## config.mk

```make
export PLATFORM = sky130hd
export DESIGN_NAME = qn_front
export DESIGN_NICKNAME = d
export VERILOG_FILES = /design/src/hw/rtl/qn_pkg.sv /design/src/hw/rtl/qn_front.sv
export SDC_FILE = /design/constraint.sdc
export NUM_CORES = 2
export LEC_CHECK = 0
export BUFFER_PORTS_ARGS = -buffer_cell sky130_fd_sc_hd__buf_4
export CORE_ASPECT_RATIO = 1.4
export CORE_UTILIZATION = 30
export CTS_BUF_LIST = sky130_fd_sc_hd__clkbuf_8
export DETAILED_ROUTE_END_ITERATION = 8
export PLACE_DENSITY = 0.47
export SYNTH_ARGS = -nofsm -noshare
export SYNTH_HDL_FRONTEND = slang
export SYNTH_SLANG_ARGS = --single-unit
```

## constraint.sdc

```tcl
create_clock -name clk_i -period 7.65 [get_ports clk_i]
set_input_delay 0 -clock clk_i [delete_from_list [all_inputs] [get_ports clk_i]]
set_output_delay 0 -clock clk_i [all_outputs]
set_load 0.01 [all_outputs]
```

## src/hw/rtl/qn_pkg.sv

```systemverilog
package qn_pkg;

  localparam int NewtonSteps   = 2;
  localparam int SeedTableBits = 6;

  localparam int CompW = 16;
  localparam int YW    = 31;
  localparam int MantW = 32;
  localparam int SumW  = 33;
  localparam int KW    = 5;

  localparam logic [YW-1:0]    OneQ30   = 31'h4000_0000;
  localparam logic [MantW-1:0] ThreeQ30 = 32'hC000_0000;
  localparam logic [CompW-1:0] UnitMax  = 16'd16384;

  // per-item data that rides along the whole pipe
  typedef struct packed {
    logic [3:0][CompW-1:0] comp;
    logic                  last;
    logic                  zero;
    logic [KW-1:0]         k;
  } qn_side_t;

  // reciprocal root estimate together with its reduced operand
  typedef struct packed {
    logic [YW-1:0]    y;
    logic [MantW-1:0] mant;
    qn_side_t         side;
  } qn_est_t;

  // magnitude of a two's complement component, most negative gives 32768
  function automatic logic [CompW-1:0] mag16(input logic [CompW-1:0] v);
    logic [CompW-1:0] m;
    m = v[CompW-1] ? (~v + 16'd1) : v;
    return m;
  endfunction

  // seed for bin idx: largest y <= 1.0 with floor(y*y) * mid <= 1, all Q.30
  function automatic logic [YW-1:0] seed_value(input int idx, input int bits);
    logic [63:0] mid;
    logic [63:0] lo;
    logic [63:0] hi;
    logic [63:0] probe;
    logic [63:0] sq;
    mid = ((64'(idx) << 1) | 64'd1) << (31 - bits);
    lo  = 64'd0;
    hi  = 64'd1 << 30;
    for (int i = 0; i < 32; i++) begin
      if (lo < hi) begin
        probe = lo + ((hi - lo + 64'd1) >> 1);
        sq    = (probe * probe) >> 30;
        if (sq * mid <= (64'd1 << 60)) begin
          lo = probe;
        end else begin
          hi = probe - 64'd1;
        end
      end
    end
    return lo[YW-1:0];
  endfunction

endpackage

```

## src/hw/rtl/qn_front.sv

```systemverilog
module qn_front #(
  parameter int SEED_TABLE_BITS = qn_pkg::SeedTableBits
) (
  input  logic                                   clk_i,
  input  logic                                   rst_ni,
  input  logic                                   in_valid_i,
  output logic                                   in_ready_o,
  input  logic [3:0][qn_pkg::CompW-1:0]          in_comp_i,
  input  logic                                   in_last_i,
  output logic                                   out_valid_o,
  input  logic                                   out_ready_i,
  output qn_pkg::qn_est_t                        out_est_o
);

  localparam int NStg     = 4;
  localparam int TabDepth = 2 ** SEED_TABLE_BITS;

  logic [NStg-1:0] v_q;
  logic [NStg-1:0] en;

  always_comb begin
    en[NStg-1] = !v_q[NStg-1] || out_ready_i;
    for (int i = NStg - 2; i >= 0; i--) begin
      en[i] = !v_q[i] || en[i+1];
    end
  end

  assign in_ready_o  = en[0];
  assign out_valid_o = v_q[NStg-1];

  always_ff @(posedge clk_i or negedge rst_ni) begin
    if (!rst_ni) begin
      v_q <= '0;
    end else begin
      if (en[0]) v_q[0] <= in_valid_i;
      for (int i = 1; i < NStg; i++) begin
        if (en[i]) v_q[i] <= v_q[i-1];
      end
    end
  end

  // stage a: squares
  logic [3:0][30:0]  sq_d, sq_q;
  qn_pkg::qn_side_t  sa_d, sa_q;

  always_comb begin
    logic [qn_pkg::CompW-1:0] m;
    logic [31:0]              p;
    for (int j = 0; j < 4; j++) begin
      m       = qn_pkg::mag16(in_comp_i[j]);
      p       = 32'(m) * 32'(m);
      sq_d[j] = p[30:0];
    end
    sa_d      = '0;
    sa_d.comp = in_comp_i;
    sa_d.last = in_last_i;
  end

  always_ff @(posedge clk_i) begin
    if (en[0]) begin
      sq_q <= sq_d;
      sa_q <= sa_d;
    end
  end

  // stage b: sum of squares and exponent pair count
  logic [qn_pkg::SumW-1:0] sum_d, sum_q;
  qn_pkg::qn_side_t        sb_d, sb_q;

  always_comb begin
    sum_d = 33'(sq_q[0]) + 33'(sq_q[1]) + 33'(sq_q[2]) + 33'(sq_q[3]);
    sb_d  = sa_q;
    sb_d.zero = (sum_d == '0);
    sb_d.k    = '0;
    for (int p = 0; p < qn_pkg::SumW; p++) begin
      if (sum_d[p]) sb_d.k = qn_pkg::KW'(p >> 1);
    end
  end

  always_ff @(posedge clk_i) begin
    if (en[1]) begin
      sum_q <= sum_d;
      sb_q  <= sb_d;
    end
  end

  // stage c: range reduction to m in [1,4), Q2.30
  logic [qn_pkg::MantW-1:0] mant_d, mant_q;
  qn_pkg::qn_side_t         sc_q;

  always_comb begin
    logic [5:0]  k2;
    logic [62:0] shl;
    logic [32:0] shr;
    k2  = {sb_q.k, 1'b0};
    shl = 63'(sum_q) << (6'd30 - k2);
    shr = sum_q >> (k2 - 6'd30);
    if (k2 <= 6'd30) begin
      mant_d = shl[qn_pkg::MantW-1:0];
    end else begin
      mant_d = shr[qn_pkg::MantW-1:0];
    end
  end

  always_ff @(posedge clk_i) begin
    if (en[2]) begin
      mant_q <= mant_d;
      sc_q   <= sb_q;
    end
  end

  // stage d: seed lookup
  logic [qn_pkg::YW-1:0]      seed_tab [TabDepth];
  logic [SEED_TABLE_BITS-1:0] idx;
  qn_pkg::qn_est_t            est_q;

  for (genvar g = 0; g < TabDepth; g++) begin : g_seed
    assign seed_tab[g] = qn_pkg::seed_value(g, SEED_TABLE_BITS);
  end

  assign idx = mant_q[qn_pkg::MantW-1 -: SEED_TABLE_BITS];

  always_ff @(posedge clk_i) begin
    if (en[3]) begin
      est_q.y    <= seed_tab[idx];
      est_q.mant <= mant_q;
      est_q.side <= sc_q;
    end
  end

  assign out_est_o = est_q;

endmodule

```

==> Flow_metrics.wiki <==
{| class="wikitable"
! Metric !! Value
|-
| Count of max-cap constraint violations || 0
|-
| CTS Buffer Depth || 3
|-
| Pins over their slew limit || 0
|-
| Inserted Clock Buffers || 90
|-
| Number of filler cells placed in the layout || 17461
|-
| Gate Count Post-Synth || 5010
|-
| Wire length per cell after detailed routing || 17.5 µm
|-
| Yosys warnings || 0
|-
| EDFF count, synth || 522
|-
| Area taken by flip-flops and latches || 15800 µm²
|-
| Top cells by count, synth || inv_1, fa_1, edfxtp_1, nor2_1, ha_1
|-
| Data arrival, critical path || 7.92 ns
|-
| Layout cell share with drive strength beyond 1 || 0.131
|-
| Critical register-to-register path startpoint || sq_q[69]$_DFFE_PP_
|-
| Largest cells by area after synthesis || edfxtp_1, fa_1, ha_1, inv_1, nor2_1
|-
| Cell with the biggest individual delay on the critical path || dlygate4sd3_1
|-
| Iteration-0 DRC count of the detailed router || 1457
|-
| Weighted congestion at the end of routability-driven global placement || 0.911
|-
| Total area of multi-input combinational cells || 32400 µm²
|-
| Ys flop type || edfxtp_1
|-
| FF+latch count, synth || 526
|-
| I/O pin count || 205
|-
| Hold Vio Cnt, Final || 0
|-
| Floorplan Core Area || 173000 µm²
|-
| Area fraction of the dominant cell type after synthesis || 0.300
|-
| Final setup TNS || 0 ns
|-
| Root buffer cell || clkbuf_8
|-
| Mapped Avg Cell Area || 10.4 µm²
|-
| Critical Setup Path Class || in -> reg
|-
| Net count, final || 6850
|-
| Layout Area Growth over Synthesis || 18.3%
|-
| Endpoint of the worst hold path || sa_q[43]$_DFFE_PP_
|-
| Biggest area consumer among synthesized cells || edfxtp_1
|-
| Quantity of I/O buffers inserted on ports || 204
|-
| Final hold slack || 0.0971 ns
|-
| Wirelength, routed || 140000 µm
|-
| Dominant cell type by count on the critical path || inv_1
|-
| Number of global-route vias before repair || 39594
|-
| CTS tree || done
|-
| Outcome || completed
|-
| Estimated wirelength of the detail-placed design || 114000 µm
|-
| Class of the tightest hold or removal check || in -> reg
|-
| Overflow after GRT || 0
|-
| CTS Sinks || 526
|-
| Part of the cycle the worst path needs || 0.967
|-
| Fraction of registers with async set/reset || 0.00760
|-
| Effective utilization at floorplan || 0.303
|-
| DIE AREA || 176000 µm²
|-
| Detailed-routing iteration count for the pre-antenna-repair pass || 5
|-
| Initial antenna violation count || 4
|-
| Via-per-instance ratio || 4.58
|-
| Total number of vias || 36557
|-
| H-tree depth || 3
|-
| Part of the Yosys area used for sequential elements || 0.302
|-
| Global router's overall resource usage || 0.162
|-
| Headroom to the max-slew limit || 0.272
|-
| Maximum clock frequency || 0.135 GHz
|-
| Count of unresolved DRC violations after routing || 0
|-
| Synth Cell Area || 52300 µm²
|-
| Most frequently used cell type in the post-synthesis netlist || inv_1
|-
| Slowest stage delay, CP || 0.58 ns
|-
| Wire length of the first global-routing pass || 222000 µm
|-
| Transition time at the pin with the least slew margin || 1.09 ns
|-
| Total of endpoints with negative setup slack in the final report || 0
|-
| Placement Rows || 180
|-
| Cells on Worst Hold Path || 3
|-
| Worst skew pair latency || 0.82 ns
|-
| Endpoint of the worst-slack reg-to-reg timing path || sb_q[0]$_SDFFCE_PN0P_
|-
| Post-route clock skew || 0.0478 ns
|-
| Flop-to-flop setup slack || 2.80 ns
|-
| Cell variety after synth || 91
|-
| CTS clk-pin slew, worst paths || 0.06 ns
|-
| Pin count of the biggest net entering global routing || 143
|-
| Antenna-violating nets left || 0
|-
| Number of cells on the worst reg-to-reg path || 15
|-
| Startpoint of the tightest hold check path || in_comp_i[36]
|-
| Setup crit end kind || register
|-
| Horizontal die dimension || 355 µm
|-
| Startpoint Class || primary input
|-
| Critical path peak fanout || 3
|-
| Die H || 496 µm
|-
| Worst endpoint required time || 8.17 ns
|-
| Tmin final || 7.40 ns
|}
==> area by class of cell <==
type	count	share of cell area
flip-flops and latches	526	0.255
repair buffers	624	0.0814
well taps	2275	0.0460
diodes	2	0.0000809
inverters	1072	0.0652
clock inverters	69	0.00773
multi-input cells	3327	0.524
clock buffers	92	0.0205
==> worst max-delay path: cells and delay by family <==
| family | cells | cell delay [ns] |
|---|---|---|
| fa+ha+maj | 8 | 3.44 |
| buf+inv | 9 | 1.10 |
| compound gates | 6 | 1.06 |
| xor+xnor | 1 | 0.21 |
| simple gates | 7 | 1.91 |
| mux | 1 | 0.19 |
==> sequential cells by signal, indices dropped and copies added (netlist names) <==
register,count
sq_q,120
sum_q,33
mant_q,32
out_est_o,134
sc_q,71
v_q,4
sb_q,71
sa_q,61
==> cells by family (layout without fill, tap and decap cells) <==
group                    Yosys count  in the layout  synth area share
buffers and inverters           1206           1857            0.0866
adder cells (fa/ha/maj)         1140           1140             0.376
AND/OR/NAND/NOR                 1121           1121            0.0933
AO/OA/AOI/OAI                    703            703            0.0847
flip-flops                       526            526             0.302
XOR/XNOR                         212            212            0.0365
multiplexers                     100            100            0.0210
other                              2             53          0.000144
==> cell usage in the layout, fill, tap and decap left out, drive strengths merged, types with 32 or more instances in the layout <==
cell type    instances
ha                 423
clkbuf              92
nand2b              32
xor2                77
o22ai               37
a21o                54
inv               1084
conb                51
mux2i               68
buf                499
nor3                58
fa                 717
nand3               43
a21oi              203
edfxtp             522
xnor2              135
nand2              398
nor2               440
clkinv              45
dlygate4sd3        125
o21ai              174
==> worst max-delay path by stage <==
stage	from	to	slack [ns]
floorplan	v_q[3]$_DFFE_PN0P_	sa_q[10]$_DFFE_PP_	-0.23
CTS	in_comp_i[32]	sq_q[92]$_DFFE_PP_	0.09
detailed placement	in_comp_i[33]	sq_q[91]$_DFFE_PP_	-0.17
finish	in_comp_i[32]	sq_q[92]$_DFFE_PP_	0.25
global placement	in_comp_i[33]	sq_q[91]$_DFFE_PP_	-0.1
global route	in_comp_i[1]	sq_q[30]$_DFFE_PP_	-0.02
==> metal layers <==
layer / global-route usage / part of all wire / up-vias / wire length (µm)
li1: - / - / 17449 / -
met4: 0.0621 / 0.035 / 2 / 4930
met1: 0.187 / 0.40 / 18223 / 55800
met2: 0.304 / 0.53 / 676 / 74600
met3: 0.0167 / 0.030 / 207 / 4220
met5: 0 / 0.00012 / - / 17
==> timing repair <==
| action | in CTS | in global routing |
|---|---|---|
| hold endpoints to repair | 157 | 0 |
| hold buffers | 125 | 0 |
| gates resized for setup | 0 | 47 |
| setup buffers | 0 | 4 |
| endpoints found under the setup margin | 0 | 28 |
==> through the flow <==
stage	utilization	setup slack, ns	cell area, µm²	instances
after floorplan	-	-0.234	52500	5059
after global placement	0.340	-0.0985	58600	7695
final	0.358	0.251	61800	7987
after global routing	0.358	-0.0170	61800	7987
after detailed placement	0.340	-0.169	58600	7695
after CTS	0.357	0.0887	61600	7981
Power is left out: the tool's default activity adds up to more than one toggle a clock period on the data nets, which glitch-free logic cannot reach.
